**src/rtl/char_class_histogram_candle_core_assert.svh**
```systemverilog
// Assertion macros for the character histogram candle core.
// Each macro takes a label, the clock, the active-low reset, a condition
// and the expected consequence.
`ifndef CHAR_CLASS_HISTOGRAM_CANDLE_CORE_ASSERT_SVH
`define CHAR_CLASS_HISTOGRAM_CANDLE_CORE_ASSERT_SVH

`ifndef ASSERT_OFF
// The consequence must hold in the same cycle as the condition.
`define CCHC_ASSERT_SAME(label, clk, rst_n, cond, cons) \
    label: assert property (@(posedge clk) disable iff (!rst_n) (cond) |-> (cons)) \
        else $error("cchc assertion failed");
// The consequence must hold in the cycle after the condition.
`define CCHC_ASSERT_NEXT(label, clk, rst_n, cond, cons) \
    label: assert property (@(posedge clk) disable iff (!rst_n) (cond) |=> (cons)) \
        else $error("cchc assertion failed");
`else
`define CCHC_ASSERT_SAME(label, clk, rst_n, cond, cons)
`define CCHC_ASSERT_NEXT(label, clk, rst_n, cond, cons)
`endif

`endif

```
**src/rtl/cchc_pkg.sv**
```systemverilog
`default_nettype none

package cchc_pkg;

    // Request commands.
    localparam logic [1:0] CMD_BYTE = 2'd0;
    localparam logic [1:0] CMD_EOL  = 2'd1;
    localparam logic [1:0] CMD_READ = 2'd2;
    localparam logic [1:0] CMD_NONE = 2'd3;

    // Wide enough for every entry index at the largest alphabet.
    localparam int IDX_W       = 9;
    localparam int NUM_CLASSES = 9;

    // Class codes, in entry order after the character bins.
    localparam logic [3:0] CLS_DIGIT     = 4'd0;
    localparam logic [3:0] CLS_INT       = 4'd1;
    localparam logic [3:0] CLS_DECIMAL   = 4'd2;
    localparam logic [3:0] CLS_FLOAT     = 4'd3;
    localparam logic [3:0] CLS_INT_COPY  = 4'd4;
    localparam logic [3:0] CLS_HEX       = 4'd5;
    localparam logic [3:0] CLS_HSPACE    = 4'd6;
    localparam logic [3:0] CLS_VSPACE    = 4'd7;
    localparam logic [3:0] CLS_SPACE     = 4'd8;

    localparam logic [7:0] CH_ZERO  = 8'h30;
    localparam logic [7:0] CH_NINE  = 8'h39;
    localparam logic [7:0] CH_MINUS = 8'h2D;
    localparam logic [7:0] CH_DOT   = 8'h2E;
    localparam logic [7:0] CH_PLUS  = 8'h2B;
    localparam logic [7:0] CH_E_LO  = 8'h65;
    localparam logic [7:0] CH_E_UP  = 8'h45;
    localparam logic [7:0] CH_A_LO  = 8'h61;
    localparam logic [7:0] CH_F_LO  = 8'h66;
    localparam logic [7:0] CH_A_UP  = 8'h41;
    localparam logic [7:0] CH_F_UP  = 8'h46;
    localparam logic [7:0] CH_SPACE = 8'h20;
    localparam logic [7:0] CH_BS    = 8'h08;
    localparam logic [7:0] CH_TAB   = 8'h09;
    localparam logic [7:0] CH_LF    = 8'h0A;
    localparam logic [7:0] CH_VT    = 8'h0B;
    localparam logic [7:0] CH_FF    = 8'h0C;
    localparam logic [7:0] CH_CR    = 8'h0D;

    // One request as it travels down the cell chain. Read results are
    // filled in by the cell whose entry matches.
    typedef struct packed {
        logic       valid;
        logic [1:0] cmd;
        logic [7:0] data_byte;
        logic [7:0] entry_index;
        logic       bumped;
        logic [7:0] live_count;
        logic [7:0] candle_open;
        logic [7:0] candle_high;
        logic [7:0] candle_low;
        logic [7:0] candle_close;
    } t_req;

    function automatic logic class_member(input logic [3:0] k, input logic [7:0] b);
        logic dig;
        logic hs;
        logic vs;
        logic res;
        dig = (b >= CH_ZERO) && (b <= CH_NINE);
        hs  = (b == CH_SPACE) || (b == CH_BS) || (b == CH_CR) || (b == CH_TAB);
        vs  = (b == CH_FF) || (b == CH_LF) || (b == CH_VT);
        case (k)
            CLS_DIGIT:    res = dig;
            CLS_INT:      res = dig || (b == CH_MINUS);
            CLS_DECIMAL:  res = dig || (b == CH_MINUS) || (b == CH_DOT);
            CLS_FLOAT:    res = dig || (b == CH_E_LO) || (b == CH_E_UP) ||
                                (b == CH_PLUS) || (b == CH_MINUS) || (b == CH_DOT);
            CLS_INT_COPY: res = dig || (b == CH_MINUS);
            CLS_HEX:      res = dig || ((b >= CH_A_LO) && (b <= CH_F_LO)) ||
                                ((b >= CH_A_UP) && (b <= CH_F_UP));
            CLS_HSPACE:   res = hs;
            CLS_VSPACE:   res = vs;
            CLS_SPACE:    res = hs || vs;
            default:      res = 1'b0;
        endcase
        return res;
    endfunction

endpackage

`default_nettype wire

```
**src/rtl/cchc_cell.sv**
```systemverilog
`default_nettype none

// One entry of the histogram: its live count and its candle. The cell acts
// on the request passing through it and hands it on to the next cell.
module cchc_cell #(
    parameter int ALPHABET_SIZE = 128,
    parameter int COUNTER_BITS  = 8,
    parameter int CELL_ID       = 0
) (
    input  wire logic           i_clk,
    input  wire logic           i_rst_n,
    input  wire logic           i_adv,
    input  wire cchc_pkg::t_req i_req,
    output cchc_pkg::t_req      o_req
);

    localparam int                      IdxW   = cchc_pkg::IDX_W;
    localparam logic [IdxW-1:0]         Id     = IdxW'(CELL_ID);
    localparam logic [COUNTER_BITS-1:0] CntMax = '1;

    logic [COUNTER_BITS-1:0] r_cnt, r_open, r_high, r_low, r_close;
    logic [COUNTER_BITS-1:0] n_cnt, n_open, n_high, n_low, n_close;
    cchc_pkg::t_req          r_req, n_req;
    logic                    w_match;
    logic                    w_bump;
    logic                    w_bumped_out;
    logic                    w_hit_id;

    assign w_hit_id = (IdxW'(i_req.entry_index) == Id);
    assign w_bump   = (i_req.cmd == cchc_pkg::CMD_BYTE) && w_match && (r_cnt != CntMax);

    generate
        if (CELL_ID < ALPHABET_SIZE) begin : g_char
            assign w_match      = (IdxW'(i_req.data_byte) == Id);
            assign w_bumped_out = i_req.bumped | w_bump;
        end else begin : g_class
            // A class only moves when its byte really raised a bin.
            localparam logic [3:0] ClassId = 4'(CELL_ID - ALPHABET_SIZE);
            assign w_match      = i_req.bumped &&
                                  cchc_pkg::class_member(ClassId, i_req.data_byte);
            assign w_bumped_out = i_req.bumped;
        end
    endgenerate

    always_comb begin
        n_cnt   = r_cnt;
        n_open  = r_open;
        n_high  = r_high;
        n_low   = r_low;
        n_close = r_close;
        n_req   = i_req;
        n_req.bumped = w_bumped_out;
        case (i_req.cmd)
            cchc_pkg::CMD_BYTE: begin
                if (w_bump) begin
                    n_cnt = r_cnt + 1'b1;
                end
            end
            cchc_pkg::CMD_EOL: begin
                n_cnt = '0;
                if (!((r_cnt == '0) && (r_close == '0))) begin
                    if (r_open == '0) begin
                        n_open = r_cnt;
                        n_high = r_cnt;
                        n_low  = r_cnt;
                    end else if (r_cnt > r_high) begin
                        n_high = r_cnt;
                    end else if (r_cnt < r_low) begin
                        n_low = r_cnt;
                    end
                    n_close = r_cnt;
                end
            end
            cchc_pkg::CMD_READ: begin
                if (w_hit_id) begin
                    n_req.live_count   = 8'(r_cnt);
                    n_req.candle_open  = 8'(r_open);
                    n_req.candle_high  = 8'(r_high);
                    n_req.candle_low   = 8'(r_low);
                    n_req.candle_close = 8'(r_close);
                end
            end
            default: begin
            end
        endcase
    end

    always_ff @(posedge i_clk) begin
        if (!i_rst_n) begin
            r_cnt       <= '0;
            r_open      <= '0;
            r_high      <= '0;
            r_low       <= '0;
            r_close     <= '0;
            r_req.valid <= 1'b0;
        end else if (i_adv) begin
            r_req <= n_req;
            if (i_req.valid) begin
                r_cnt   <= n_cnt;
                r_open  <= n_open;
                r_high  <= n_high;
                r_low   <= n_low;
                r_close <= n_close;
            end
        end
    end

    assign o_req = r_req;

endmodule

`default_nettype wire
```
**config.mk**
```make
export PLATFORM = sky130hd
export DESIGN_NAME = cchc_cell
export DESIGN_NICKNAME = d
export VERILOG_FILES = /design/src/rtl/char_class_histogram_candle_core_assert.svh /design/src/rtl/cchc_pkg.sv /design/src/rtl/cchc_cell.sv
export SDC_FILE = /design/constraint.sdc
export NUM_CORES = 1
export LEC_CHECK = 0
export CORE_UTILIZATION = 57
export DETAILED_ROUTE_END_ITERATION = 10
export DONT_BUFFER_PORTS = 1
export PLACE_DENSITY = 0.75
export RECOVER_POWER = 50
export SYNTH_ARGS = -nofsm -noshare
export SYNTH_HDL_FRONTEND = slang
export SYNTH_SLANG_ARGS = --single-unit
```
**constraint.sdc**
```tcl
create_clock -name i_clk -period 2.57 [get_ports i_clk]
set_input_delay 0 -clock i_clk [delete_from_list [all_inputs] [get_ports i_clk]]
set_output_delay 0 -clock i_clk [all_outputs]
set_load 0.01 [all_outputs]
```
==> results by group <==
STA
  – Hold slack: 0.0305 ns
  – Period utilisation layout: 0.919
  – Final Hold Fails: 0
  – Max Slew Vio Count: 31
  – Final setup vio count: 0
  – Setup TNS: 0 ns
  – Final Skew: 0.00962 ns
  – RSZ-0062 raised after global routing: false
  – Fmax: 424 MHz
  – Worst-Margin Slew: 1.91 ns
  – Fin crit period: 2.36 ns
  – Slew HR: -0.274

Final layout
  – Final net count: 534
  – Fillers: 529
  – Share of cells above drive strength 1: 0.118
  – Commonest non-fill, non-tap cells in the layout: 66 x nand2_1, 62 x dlygate4sd3_1, 59 x edfxtp_1, 41 x dfxtp_1, 28 x o21ai_0
  – Area Overhead vs Synth: 22.0%
  – Area of the multi-input gates: 1560 um2
  – Fin area: 5290 um2
  – Commonest non-fill, non-tap cell in the layout: nand2_1
  – Diodes inserted: 0
  – Register area: 2590 um2

Clock network
  – Clk Latency, worst-skew pair: 0.37 ns
  – Clock Tree Buf Depth: 2
  – Resized Gates After CTS: 0
  – CTS H-tree lvls: 3
  – Clk sink count: 100
  – CTS tree: built
  – Clk slew on worst S/H paths: 0.09 ns
  – CTS Root Cell: clkbuf_8
  – CTS buffer count: 9

Synthesis
  – Avg Synthesized Cell Area: 11.2 um2
  – Post-synth cell types: 46
  – Top_reg_cell synth: edfxtp_1
  – Synth warn: 0
  – Post-synthesis register bit count: 100
  – Number of flops mapped to enable cells by yosys: 59
  – Multiplexer share of the synthesized area: 0.0675
  – Adder-cell share of the synthesized area: 0.0490
  – Synthesized area: 4340 um2
  – Compound-gate portion of the synthesized area: 0.104
  – Simple-gate share of the synthesized area: 0.135
  – Register area share after synthesis: 0.597
  – Post-Synth XOR/XNOR Area: 0.00202
  – Cell count after synthesis: 389
  – Asr flop ratio synth: 0
  – Syn nets: 469
  – Largest family of logic cells by synthesized area: simple AND/OR/NAND/NOR gates

Outcome
  – Status: complete, but fails checks
  – Failing checks: max-capacitance violations, max-slew violations

GRT
  – Initial antenna violation count: 0
  – Global-route wire length before repair: 15400 um
  – GR Overflow Total: 0
  – Largest net degree at the start of global routing: 64
  – Vias in the first global route: 3159
  – GRT Total Usage: 0.263

Drt
  – First-pass iteration count of the detailed router: 5
  – DR WL/cell: 17.7 um
  – Via-per-instance ratio: 5.64
  – Final wirelength: 9890 um
  – Final ANT Viol Nets: 0
  – Vias post-DR: 3149
  – Iter 0 DRT Violations: 188
  – DRC viols: 0

Critical path
  – Critical Path Sink Type: flip-flop
  – Crit path kind: flip-flop to flip-flop
  – R2r setup slk: 0.21 ns
  – CP bufs+invs: 0
  – Required @ worst endpoint: 2.79 ns
  – Startpoint class of the critical path: flip-flop
  – Critical Path, Cell by Cell: ha_1 -> and3_1 -> a221oi_1 -> a2bb2oi_1 -> a311o_1 -> o22ai_1
  – Slowest CP cell: dfxtp_1
  – Worst Path Max Fanout: 8
  – CP top delay family: compound AO/OA/AOI/OAI gates
  – Slowest stage delay, CP: 0.44 ns
  – Crit path arrival time: 2.58 ns

Floorplan
  – Die width: 89.3 um
  – Die span in y: 89.3 um
  – Core area: 7290 um2
  – I/O pin cnt: 123
  – Initial Util: 0.595
  – Row count: 31
  – Die area: 7970 um2

Power
  – Overall Power: 3.05 mW
  – VDD IR max: 0.355 mV
  – Power density over the cells: 577 nW/um2
  – Leakage power: 1.88 nW

Placed design
  – PortBufs: 0
  – Final GP Congestion: 0.888
  – Hpwl dp: 6110 um
  – Post-DP Area: 4470 um2

Flow run
  – Max-cap violations: 1

Min path
  – Hold/Removal Path Class: input pin to flip-flop
kinds of logic (layout without fill, tap and decap cells):
| logic type | count (synthesis) | count (layout) |
|---|---|---|
| adders and majority gates | 17 | 17 |
| DFF | 100 | 100 |
| AOI/OAI and AO/OA | 77 | 77 |
| buffers and inverters | 45 | 115 |
| muxes | 27 | 27 |
| xor gates and xnor gates | 1 | 1 |
| and+or+nand+nor | 122 | 122 |
through the flow:
step,util,setup WS [ns],std cells
6_report,0.726,0.209,558
5_1_grt,0.726,0.0592,558
4_1_cts,0.728,0.247,558
3_5_place_dp,0.613,0.280,480
3_3_place_gp,0.613,0.337,480
2_1_floorplan,-,0.150,389
area by class of cell:
cell class              count  share of cell area
clock inverters             4              0.0104
multi-input cells         244               0.294
inverters                  26              0.0184
clock buffers              12              0.0314
repair buffers             73               0.132
flip-flops and latches    100               0.490
well taps                  99              0.0234
routing by layer:
metal	vias to the layer above	GRT usage	part of all wire
li1	1520	-	-
met1	1464	0.318	0.42
met2	149	0.461	0.49
met3	16	0.0656	0.080
met4	0	0.0880	0.013
met5	-	0	0
cells in the mapped netlist, drive strengths merged (2+ instances only):
library cell	number	share of area
nand4	3	0.0043
nor3	6	0.0095
nor2	18	0.016
inv	26	0.022
ha	17	0.049
o21ai	28	0.032
mux2i	9	0.021
dfxtp	41	0.19
nor4	8	0.014
buf	6	0.0098
edfxtp	59	0.41
mux2	18	0.047
o22ai	8	0.012
nor4b	3	0.0061
nand2b	2	0.0029
a21o	3	0.0052
a21oi	27	0.034
nand3	7	0.0092
o31a	2	0.0043
o31ai	2	0.0035
and4	2	0.0040
nand2	66	0.057
or3	2	0.0029
clkbuf	13	0.012
what timing repair did:
action,4_1_cts,5_1_grt
hold endpoints to repair,91,0
hold buffers,62,0
setup buffers,0,0
endpoints found under the setup margin,0,0
worst min-delay path, delay by kind of cell:
family,cells,cell delay [ns]
and+or+nand+nor,2,0.31
AOI/OAI and AO/OA,1,0.05
final timing paths:
check                           depth (start not counted)  startpoint    endpoint
worst max register to register                          6    r_cnt[1]    r_low[0]
worst min-delay path                                    3   i_req[57]  r_close[6]
worst max-delay path                                    6    r_cnt[1]    r_low[0]
worst min register to register                          2   r_high[3]   r_high[3]
registers in the layout (all words and copies together), names as in the netlist:
register and flops:
o_req 60, r_open 8, r_cnt 8, r_high 8
r_low 8, r_close 8
power by group:
part           switching (mW)  internal (mW)
combinational          0.0694         0.0867
clock                   0.529          0.540
sequential             0.0571           1.77
(Power assumes the default switching activity.)
